File: src/design/xesl_pkg.sv
package xesl_pkg;

	// fifo geometry, depth must be a power of two
	localparam int FIFO_DEPTH = 64;
	localparam int FIFO_AW    = $clog2(FIFO_DEPTH);
	localparam int FIFO_CW    = FIFO_AW + 1;

	localparam int BYTE_W  = 8;
	localparam int MARK_W  = 7;
	localparam int LEVEL_W = 7;
	localparam int CMP_W   = 16;

	typedef enum logic [1:0] {
		CMD_LINE_RX   = 2'd0,
		CMD_HOST_SEND = 2'd1,
		CMD_HOST_READ = 2'd2,
		CMD_TX_READY  = 2'd3
	} cmd_e_t;

	typedef enum logic [2:0] {
		REG_ESCAPE_CODE = 3'd0,
		REG_NAK_CODE    = 3'd1,
		REG_XON_CODE    = 3'd2,
		REG_XOFF_CODE   = 3'd3,
		REG_DATA_MIN    = 3'd4,
		REG_ESCAPE_MASK = 3'd5,
		REG_HIGH_MARK   = 3'd6,
		REG_LOW_MARK    = 3'd7
	} cfg_reg_t;

	localparam logic [BYTE_W-1:0] RST_ESCAPE_CODE = 8'd27;
	localparam logic [BYTE_W-1:0] RST_NAK_CODE    = 8'd21;
	localparam logic [BYTE_W-1:0] RST_XON_CODE    = 8'd17;
	localparam logic [BYTE_W-1:0] RST_XOFF_CODE   = 8'd19;
	localparam logic [BYTE_W-1:0] RST_DATA_MIN    = 8'd32;
	localparam logic [BYTE_W-1:0] RST_ESCAPE_MASK = 8'd32;
	localparam logic [MARK_W-1:0] RST_HIGH_MARK   = 7'd48;
	localparam logic [MARK_W-1:0] RST_LOW_MARK    = 7'd16;

	// write side of a fifo store
	typedef struct packed {
		logic              en;
		logic [FIFO_AW-1:0] addr;
		logic [BYTE_W-1:0]  data;
	} ram_wr_t;

	typedef struct packed {
		logic               line_out_valid;
		logic [BYTE_W-1:0]  line_out_byte;
		logic               host_out_valid;
		logic [BYTE_W-1:0]  host_out_byte;
		logic               transmit_enabled;
		logic               remote_paused;
		logic               local_paused;
		logic               link_was_reset;
		logic [LEVEL_W-1:0] receive_level;
		logic [LEVEL_W-1:0] transmit_level;
	} result_t;

endpackage

File: src/design/xesl_fifo_ram.sv
module xesl_fifo_ram import xesl_pkg::*; (
	input  logic               clk,
	input  ram_wr_t            wr,
	input  logic [FIFO_AW-1:0] raddr,
	output logic [BYTE_W-1:0]  rdata
);

	logic [BYTE_W-1:0] mem [FIFO_DEPTH];

	always_ff @(posedge clk) begin
		if (wr.en) begin
			mem[wr.addr] <= wr.data;
		end
		// bypass so the head byte is right when it is written this cycle
		if (wr.en && (wr.addr == raddr)) begin
			rdata <= wr.data;
		end else begin
			rdata <= mem[raddr];
		end
	end

endmodule

File: config.mk
export PLATFORM = sky130hd
export DESIGN_NAME = xesl_fifo_ram
export DESIGN_NICKNAME = d
export VERILOG_FILES = /design/src/design/xesl_pkg.sv /design/src/design/xesl_fifo_ram.sv
export SDC_FILE = /design/constraint.sdc
export NUM_CORES = 1
export LEC_CHECK = 0
export ABC_CLOCK_PERIOD_IN_PS = 2200
export BUFFER_PORTS_ARGS = -buffer_cell sky130_fd_sc_hd__buf_4
export CAP_MARGIN = 20
export CORE_MARGIN = 3
export CORE_UTILIZATION = 54
export CTS_BUF_LIST = sky130_fd_sc_hd__clkbuf_4 sky130_fd_sc_hd__clkbuf_8
export DETAILED_ROUTE_END_ITERATION = 12
export PLACE_DENSITY_LB_ADDON = 0.3
export RECOVER_POWER = 50
export SYNTH_ARGS = -nofsm -noshare
export SYNTH_HDL_FRONTEND = slang
export SYNTH_SLANG_ARGS = --single-unit
File: constraint.sdc
create_clock -name clk -period 2.2 [get_ports clk]
set_input_delay 0.11 -clock clk [delete_from_list [all_inputs] [get_ports clk]]
set_output_delay 0.11 -clock clk [all_outputs]
set_load 0.1 [all_outputs]
* Word-level counts from Yosys, hierarchy flattened *
Memories as Yosys holds them, arrays and structs flattened. A register that Yosys moved wholly into a read port is not among the register bits.
Cells that the tools add are included.
Widths: inputs -> output; s select.

word-level totals
  bits of input ports = 22
  RAM bits = 512
  flip-flop bits (word level) = 0
  memories = 1
  logic and storage cells = 3

cells by class
  multiplexer cells = 2

memories
  name  depth  bits a word  rd ports  clocked after memory_dff  write ports  RTL line            source
  mem   64     8            1         1                         1            xesl_fifo_ram.sv:8  logic [BYTE_W-1:0] mem [FIFO_DEPTH];

operators with widths
  cell    count
  $mux 1  2

* Logic depth before layout (Yosys ltp) *
Gate-level depths: netlist of the first run.

  depth after elaboration = 2
  depth in mapped cells = 9
  depth with buffers taken out = 5

* Least setup slack after synthesis of the first run *
Ideal clock, no wire load.

  path kind = flip-flop to output port
  start point = register (tool-made name)
  end point = output port rdata[3]
  required time = 2.090 ns
  path slack = -2.416 ns
  cell stages (with the launch flop) = 8
  arrival time = 4.506 ns
  buffers on the path = 4
  cells stage by stage = dfxtp_1 > buf_2 > buf_4 > clkbuf_1 > buf_2 > o221ai_1 > o21a_1 > o41ai_1

RTL lines
  item           RTL line            source
  end, declared  xesl_fifo_ram.sv:5  output logic [BYTE_W-1:0] rdata

==> qor.yml, run 1 <==
worst_setup_path:
  start_kind: "register"
  worst-setup-path-type: "reg2out"
  path_common_cell: "buf_12"
  worst-path-max-fanout: 9
  critPathCaptureType: "output pin"
  cpPeakStageDelay_ns: 0.54
  crit_family: "multiplexers"
  cp_data_required_time_ns: 2.09
  critical_path_buf_inv_count: 4
  path_cells: "buf_12 > buf_12 > mux4_2 > mux4_2 > o21ai_2 > buf_6 > nand2_4 > buf_12"
  arrival_ns: 2.93
  slowest_stage: "mux4_2"
yosys:
  postSynthCellCount: 938
  synth_top_family_by_area: "multiplexers"
  synth_top_area_share_pct: 76.39
  yosys-top-cells-count: "edfxtp_1, mux4_2, nor2_1"
  synthesis.area_um2: 20130
  yosysSeqAreaShare_pct: 76.99
  synthFlopType: "edfxtp_1"
  synth-compound-area-share_pct: 2.076
  ys_seq_elements: 518
  synth_area_leaders: "edfxtp_1, mux4_2, nor2_1"
  synth_fa_ha_area_share_pct: 0
  async_flop_share_pct: 0
  synth_top_area_cell: "edfxtp_1"
  avgSynthCellArea_um2: 21.46
  synth_mux_area_share_pct: 15.97
  syn_nets: 960
  yosys_warnings: 0
  synthXorXnorAreaFrac_pct: 0
  ys_types: 40
  synth_edf_count: 512
  synth-simple-area-share_pct: 3.394
  yosysMostFrequentCell: "edfxtp_1"
placement:
  port_buffers: 29
  dp_cells: 1527
  post-dp-hpwl_um: 27430
  globalplace.congestion: 0.8452
  pre_cts_ws_ns: -0.4402
final_layout:
  multi_input_area_um2: 4611
  regArea_um2: 15510
  num-fill-cells: 2329
  layout-drive-gt1-share_pct: 39.41
  n_antenna_cell: 0
  largest_reg_flops: 512
  regMostFlops: "mem"
  reg_top3: "mem: 512 flops"
  num-nets-final: 1189
  areaGrowthSynthToFinish_pct: 19.76
  final_cells: 1696
drt:
  viasPerCell: 6.070
  drt_iter0_drc: 937
  drt-total-wl_um: 44490
  drc: 0
  ant_nets: 0
  routedWlPerCell_um: 26.23
  drtPass1Iterations: 5
  route.vias.total: 10300
hold_path:
  min_to: "mem[37][5]"
  hold_path_startpoint: "wr[8]"
  hp-class: "in2reg"
  worstHoldPathCells: 3
clock_network:
  cts-root-buf: "clkbuf_8"
  cts_tree: "done"
  numCtsBuffers: 83
  cts-htree-levels: 3
  clk_pin_slew_ns: 0.06
  clockBufferDepth: 3
  clock-sinks: 518
sta:
  slew_headroom_pct: 2.892
  worstMarginPinSlew_ns: 1.457
  hold_viol: 0
  period_needed_ns: 3.038
  clock.fmax_mhz: 329.2
  setup_slack_ns: -0.8376
  final_max_slew_viol_count: 0
  rsz0062_at_grt: "yes"
  finalSetupViolCount: 8
  fin_setup_tns_ns: -6.293
  fin_crit_sh_pct: 138.1
  fin_hold_ws_ns: 0.1568
job:
  maxCapViolations: 0
floorplan:
  ioPinCount: 30
  initial_core_util_pct: 54.84
  die_width_um: 199.1
  dieArea_um2: 39620
  die_h_um: 199.1
  rows: 70
  core-area_um2: 36700
outcome:
  status: "finished, violations left"
  violations: "setup timing"
power:
  switching_share_pct: 21.79
  p_sw_mw: 4.438
  p_seq_share_pct: 53.8
  finalPower_mw: 20.36
  power_density_nw_per_um2: 844.8
  power.internal_mw: 15.93
  p_leak_nw: 7.946
  p_clk_share_pct: 39.1
  ir_drop_mv: 0.4746
  comb_power_share_pct: 7.1
global_routing:
  grt_max_degree: 65
  grt_pass1_vias: 10530
  antenna_found_initial: 0
  globalRoute.totalOverflow: 0
  grtUsageTotal_pct: 23.15
  grt_pass1_wl_um: 66390
[how the worst max path moves through the flow]
stage          startpoint        to  slack [ns]  cells past startpoint
6_report         register  rdata[7]       -0.84                      8
5_1_grt          register  rdata[7]       -0.91                      8
4_1_cts          register  rdata[2]       -0.86                      9
3_5_place_dp     register  rdata[3]       -0.44                      7
3_3_place_gp     register  rdata[3]       -0.40                      8
2_1_floorplan    register  rdata[3]       -0.39                      7
[per-stage QoR]
step / util [%] / area (um^2)
4_1_cts: 65.04 / 23870
3_5_place_dp: 59.99 / 22010
5_1_grt: 65.68 / 24100
3_3_place_gp: 59.99 / 22010
2_1_floorplan: - / 20310
6_report: 65.68 / 24100
[timing repair]
item	in CTS	in global routing
hold buffers	9	0
buffers inserted	2	11
gates resized for setup	34	34
hold endpoints to repair	12	0
cloned	0	1
endpoints found under the setup margin	8	8
pin swaps	0	5
[per-layer routing]
| metal | wire (um) | vias to the layer above | share of wire, % | global-route usage [%] |
|---|---|---|---|---|
| li1 | - | 4394 | - | - |
| met1 | 17840 | 5282 | 40 | 33.91 |
| met2 | 21070 | 517 | 47 | 35.01 |
| met3 | 4052 | 102 | 9.1 | 4.923 |
| met4 | 1517 | 0 | 3.4 | 8.928 |
| met5 | 0 | - | 0 | 0 |
[layout by cell type (no fill, tap or decap), drive strengths merged, types with 8 or more instances in the layout]
cell type    count
edfxtp         512
buf            171
mux4           126
clkbuf         125
nor2            83
clkinv          31
mux2i           23
nand2           19
nor2b           14
nand3           13
mux2            13
dlygate4sd3      9
o221ai           8
o22ai            8
[final cells by class]
type,instances,share of cell area (%)
Tap cell,468,2.429
Timing Repair Buffer,195,7.459
Clock buffer,110,5.684
Multi-Input combinational cell,369,19.13
Sequential cell,518,64.33
Clock inverter,36,0.9655
[power by group through the flow]
| stage | registers [mW] | logic [mW] | clock network (mW) |
|---|---|---|---|
| detailed placement | 11.2 | 1.31 | 0 |
| global route | 11.0 | 1.52 | 8.61 |
| floorplan | 11.1 | 0.787 | 0 |
| CTS | 10.9 | 1.39 | 8.14 |
| finish | 11.0 | 1.45 | 7.96 |
| global placement | 11.2 | 1.30 | 0 |
[kinds of logic (layout without fill, tap and decap cells)]
logic type,count (synthesis),in the layout
DFF,518,518
muxes,162,162
and+or+nand+nor,153,153
AOI/OAI and AO/OA,54,54
buffers and inverters,51,341
Note: power is estimated with default switching activity, not from simulation.
==> inputs of run 2 (changes only) <==
--- a/config.mk
+++ b/config.mk
@@ -5,15 +5,15 @@
 export SDC_FILE = /design/constraint.sdc
 export NUM_CORES = 1
 export LEC_CHECK = 0
-export ABC_CLOCK_PERIOD_IN_PS = 2200
+export ABC_CLOCK_PERIOD_IN_PS = 2840
 export BUFFER_PORTS_ARGS = -buffer_cell sky130_fd_sc_hd__buf_4
 export CAP_MARGIN = 20
 export CORE_MARGIN = 3
 export CORE_UTILIZATION = 54
 export CTS_BUF_LIST = sky130_fd_sc_hd__clkbuf_4 sky130_fd_sc_hd__clkbuf_8
+export CTS_CLUSTER_DIAMETER = 30
 export DETAILED_ROUTE_END_ITERATION = 12
 export PLACE_DENSITY_LB_ADDON = 0.3
-export RECOVER_POWER = 50
 export SYNTH_ARGS = -nofsm -noshare
 export SYNTH_HDL_FRONTEND = slang
 export SYNTH_SLANG_ARGS = --single-unit
==> constraint.sdc (replaced) <==
create_clock -name clk -period 2.84 [get_ports clk]
set_input_delay 0.142 -clock clk [delete_from_list [all_inputs] [get_ports clk]]
set_output_delay 0.142 -clock clk [all_outputs]
set_load 0.1 [all_outputs]
==> qor.yml, run 2 (synthesized netlist as in run 1, its figures left out) <==
outcome:
  status: "finished, violations left"  # unchanged
  violations: "setup timing"  # unchanged
worst_setup_path:
  critical_path_buf_inv_count: 3  # was 4
  path_cells: "buf_12 > buf_16 > mux4_2 > mux4_2 > o21ai_4 > o41ai_4 > buf_6"  # was buf_12 > buf_12 > mux4_2 > mux4_2 > o21ai_2 > buf_6 > nand2_4 > buf_12
  cp_data_required_time_ns: 2.70  # was 2.09 ns
  worst-setup-path-type: "reg2out"  # unchanged
  arrival_ns: 2.95  # was 2.93 ns
  critPathCaptureType: "output pin"  # unchanged
  slowest_stage: "mux4_2"  # unchanged
  start_kind: "register"  # unchanged
  worst-path-max-fanout: 18  # was 9
  cpPeakStageDelay_ns: 0.56  # was 0.54 ns
  path_common_cell: "mux4_2"  # was buf_12
  crit_family: "multiplexers"  # unchanged
hold_path:
  hp-class: "in2reg"  # unchanged
  min_to: "mem[48][4]"  # was mem[37][5]
  hold_path_startpoint: "wr[9]"  # was wr[8]
  worstHoldPathCells: 3  # unchanged
clock_network:
  numCtsBuffers: 99  # was 83
  clock-sinks: 518  # unchanged
  clockBufferDepth: 3  # unchanged
  clk_pin_slew_ns: 0.06  # about the same
  cts-htree-levels: 3  # unchanged
  cts_tree: "done"  # unchanged
  cts-root-buf: "clkbuf_8"  # unchanged
drt:
  drt-met1-wl_um: 18190  # was 17,840 um
  drt_iter0_drc: 1014  # was 937
  routedWlPerCell_um: 26.85  # was 26.23 um
  route.vias.total: 10230  # was 10,300
  drt-total-wl_um: 45400  # was 44,490 um
  routed.top_layer: "met4"  # unchanged
  ant_nets: 0  # unchanged
  drc: 0  # unchanged
  wl_met2_um: 22070  # was 21,070 um
  drtPass1Iterations: 7  # was 5
  dr_wl_met3_um: 3891  # was 4052 um
  viasPerCell: 6.051  # was 6.070
sta:
  rsz0062_at_grt: "yes"  # unchanged
  fin_setup_tns_ns: -1.781  # was -6.293 ns
  worstMarginPinSlew_ns: 0.8133  # was 1.457 ns
  setup_slack_ns: -0.2520  # was -0.8376 ns
  slew_headroom_pct: 45.58  # was 2.892%
  finalSetupViolCount: 8  # unchanged
  clock.fmax_mhz: 323.4
  final_max_slew_viol_count: 0  # unchanged
  period_needed_ns: 3.092
  fin_hold_ws_ns: 0.04391  # was 0.1568 ns
  hold_viol: 0  # unchanged
  fin_crit_sh_pct: 108.9
final_layout:
  final_cell_mix: "edfxtp_1, mux4_2, buf_4, clkbuf_8, nor2_1"  # was edfxtp_1, buf_4, mux4_2, clkbuf_8, nor2_1
  num-nets-final: 1164  # was 1,189
  reg_top3: "mem: 512 flops"  # unchanged
  layout_commonest_cell: "edfxtp_1"  # unchanged
  n_antenna_cell: 0  # unchanged
  regMostFlops: "mem"  # unchanged
  areaGrowthSynthToFinish_pct: 21.61  # was 19.76%
  finalCoreUtilization_pct: 66.70  # was 65.68%
  largest_reg_flops: 512  # unchanged
  layout-drive-gt1-share_pct: 39.74  # was 39.41%
floorplan:
  dieArea_um2: 39620  # unchanged
  core-area_um2: 36700  # unchanged
  ioPinCount: 30  # unchanged
  die_h_um: 199.1  # unchanged
  initial_core_util_pct: 54.84  # unchanged
  rows: 70  # unchanged
  die_width_um: 199.1  # unchanged
placement:
  globalplace.congestion: 0.8320  # was 0.8452
  post-dp-hpwl_um: 27100  # was 27,430 um
  port_buffers: 29  # unchanged
global_routing:
  globalRoute.totalOverflow: 0  # unchanged
  grt_pass1_wl_um: 68050  # was 66,390 um
  grtUsageTotal_pct: 23.69  # was 23.15%
  grt_pass1_vias: 10600  # was 10,530
  grt_max_degree: 65  # unchanged
  antenna_found_initial: 0  # unchanged
power:
  ir_drop_mv: 0.6411  # was 0.4746 mV
  p_leak_nw: 8.031  # was 7.946 nW
  power_density_nw_per_um2: 732.6  # was 844.8 nW/um^2
  finalPower_mw: 17.93  # was 20.36 mW
job:
  maxCapViolations: 0  # unchanged
run 2: changes by cell type in the layout (fill, tap and decap cells not counted), moves of 4 or more:
cell,change
buf_4,-17
buf_6,-4
bufinv_16,+14
clkbuf_2,-8
clkbuf_4,-14
clkbuf_8,+14
clkinv_1,-4
clkinv_4,+6
clkinvlp_4,+9
inv_6,+4
run 2: cell type report:
| class | count | area (um^2) |
|---|---|---|
| multi-input cells | 369 | 4598 |
| clock buffers | 115 | 1495 |
| well taps | 468 | 585.6 |
| repair buffers | 154 | 1486 |
| fillers | 2276 | 12220 |
| flip-flops and latches | 518 | 15510 |
| clock inverters | 67 | 803.3 |
run 2: tightest hold or removal path, cell delays in order:
cell	delay [ns]
buf_4	0.15
nor3_1	0.08
buf_4	0.15
run 2: worst max path at each step:
stage / start / end / slack [ns] / cells past startpoint
after global placement: register / rdata[0] / 0.09 / 9
after floorplan: register / rdata[3] / 0.16 / 7
after global routing: register / rdata[0] / -0.33 / 8
after detailed placement: register / rdata[0] / 0.08 / 9
after CTS: register / rdata[3] / -0.29 / 7
final: register / rdata[3] / -0.25 / 7
run 2: power by group:
part	switching, mW	leakage [nW]	internal [mW]	total (mW)
registers	0.0321	4.66	8.46	8.49
logic	0.638	2.23	0.444	1.08
clock network	3.25	1.15	5.11	8.36
run 2: per-stage QoR:
| step | setup slack, ns | instances | instance area, um^2 |
|---|---|---|---|
| final | -0.2520 | 1691 | 24480 |
| after global routing | -0.3315 | 1691 | 24480 |
| after CTS | -0.2922 | 1690 | 24380 |
| after detailed placement | 0.07966 | 1487 | 21630 |
| after global placement | 0.09134 | 1487 | 21630 |
| after floorplan | 0.1568 | 938 | 20220 |
run 2: per-layer routing:
metal,global-route usage [%],vias to the layer above
met5,0,-
met3,7.334,94
met4,7.834,0
li1,-,4376
met2,36.52,436
met1,32.94,5326
run 2: what timing repair did:
| item | in CTS | in global routing |
|---|---|---|
| hold buffers | 6 | 0 |
| cloned | 1 | 0 |
| endpoints found under the setup margin | 8 | 8 |
| gates resized for setup | 43 | 14 |
| pin swaps | 3 | 2 |
| hold endpoints to repair | 6 | 0 |
| buffers inserted | 14 | 1 |
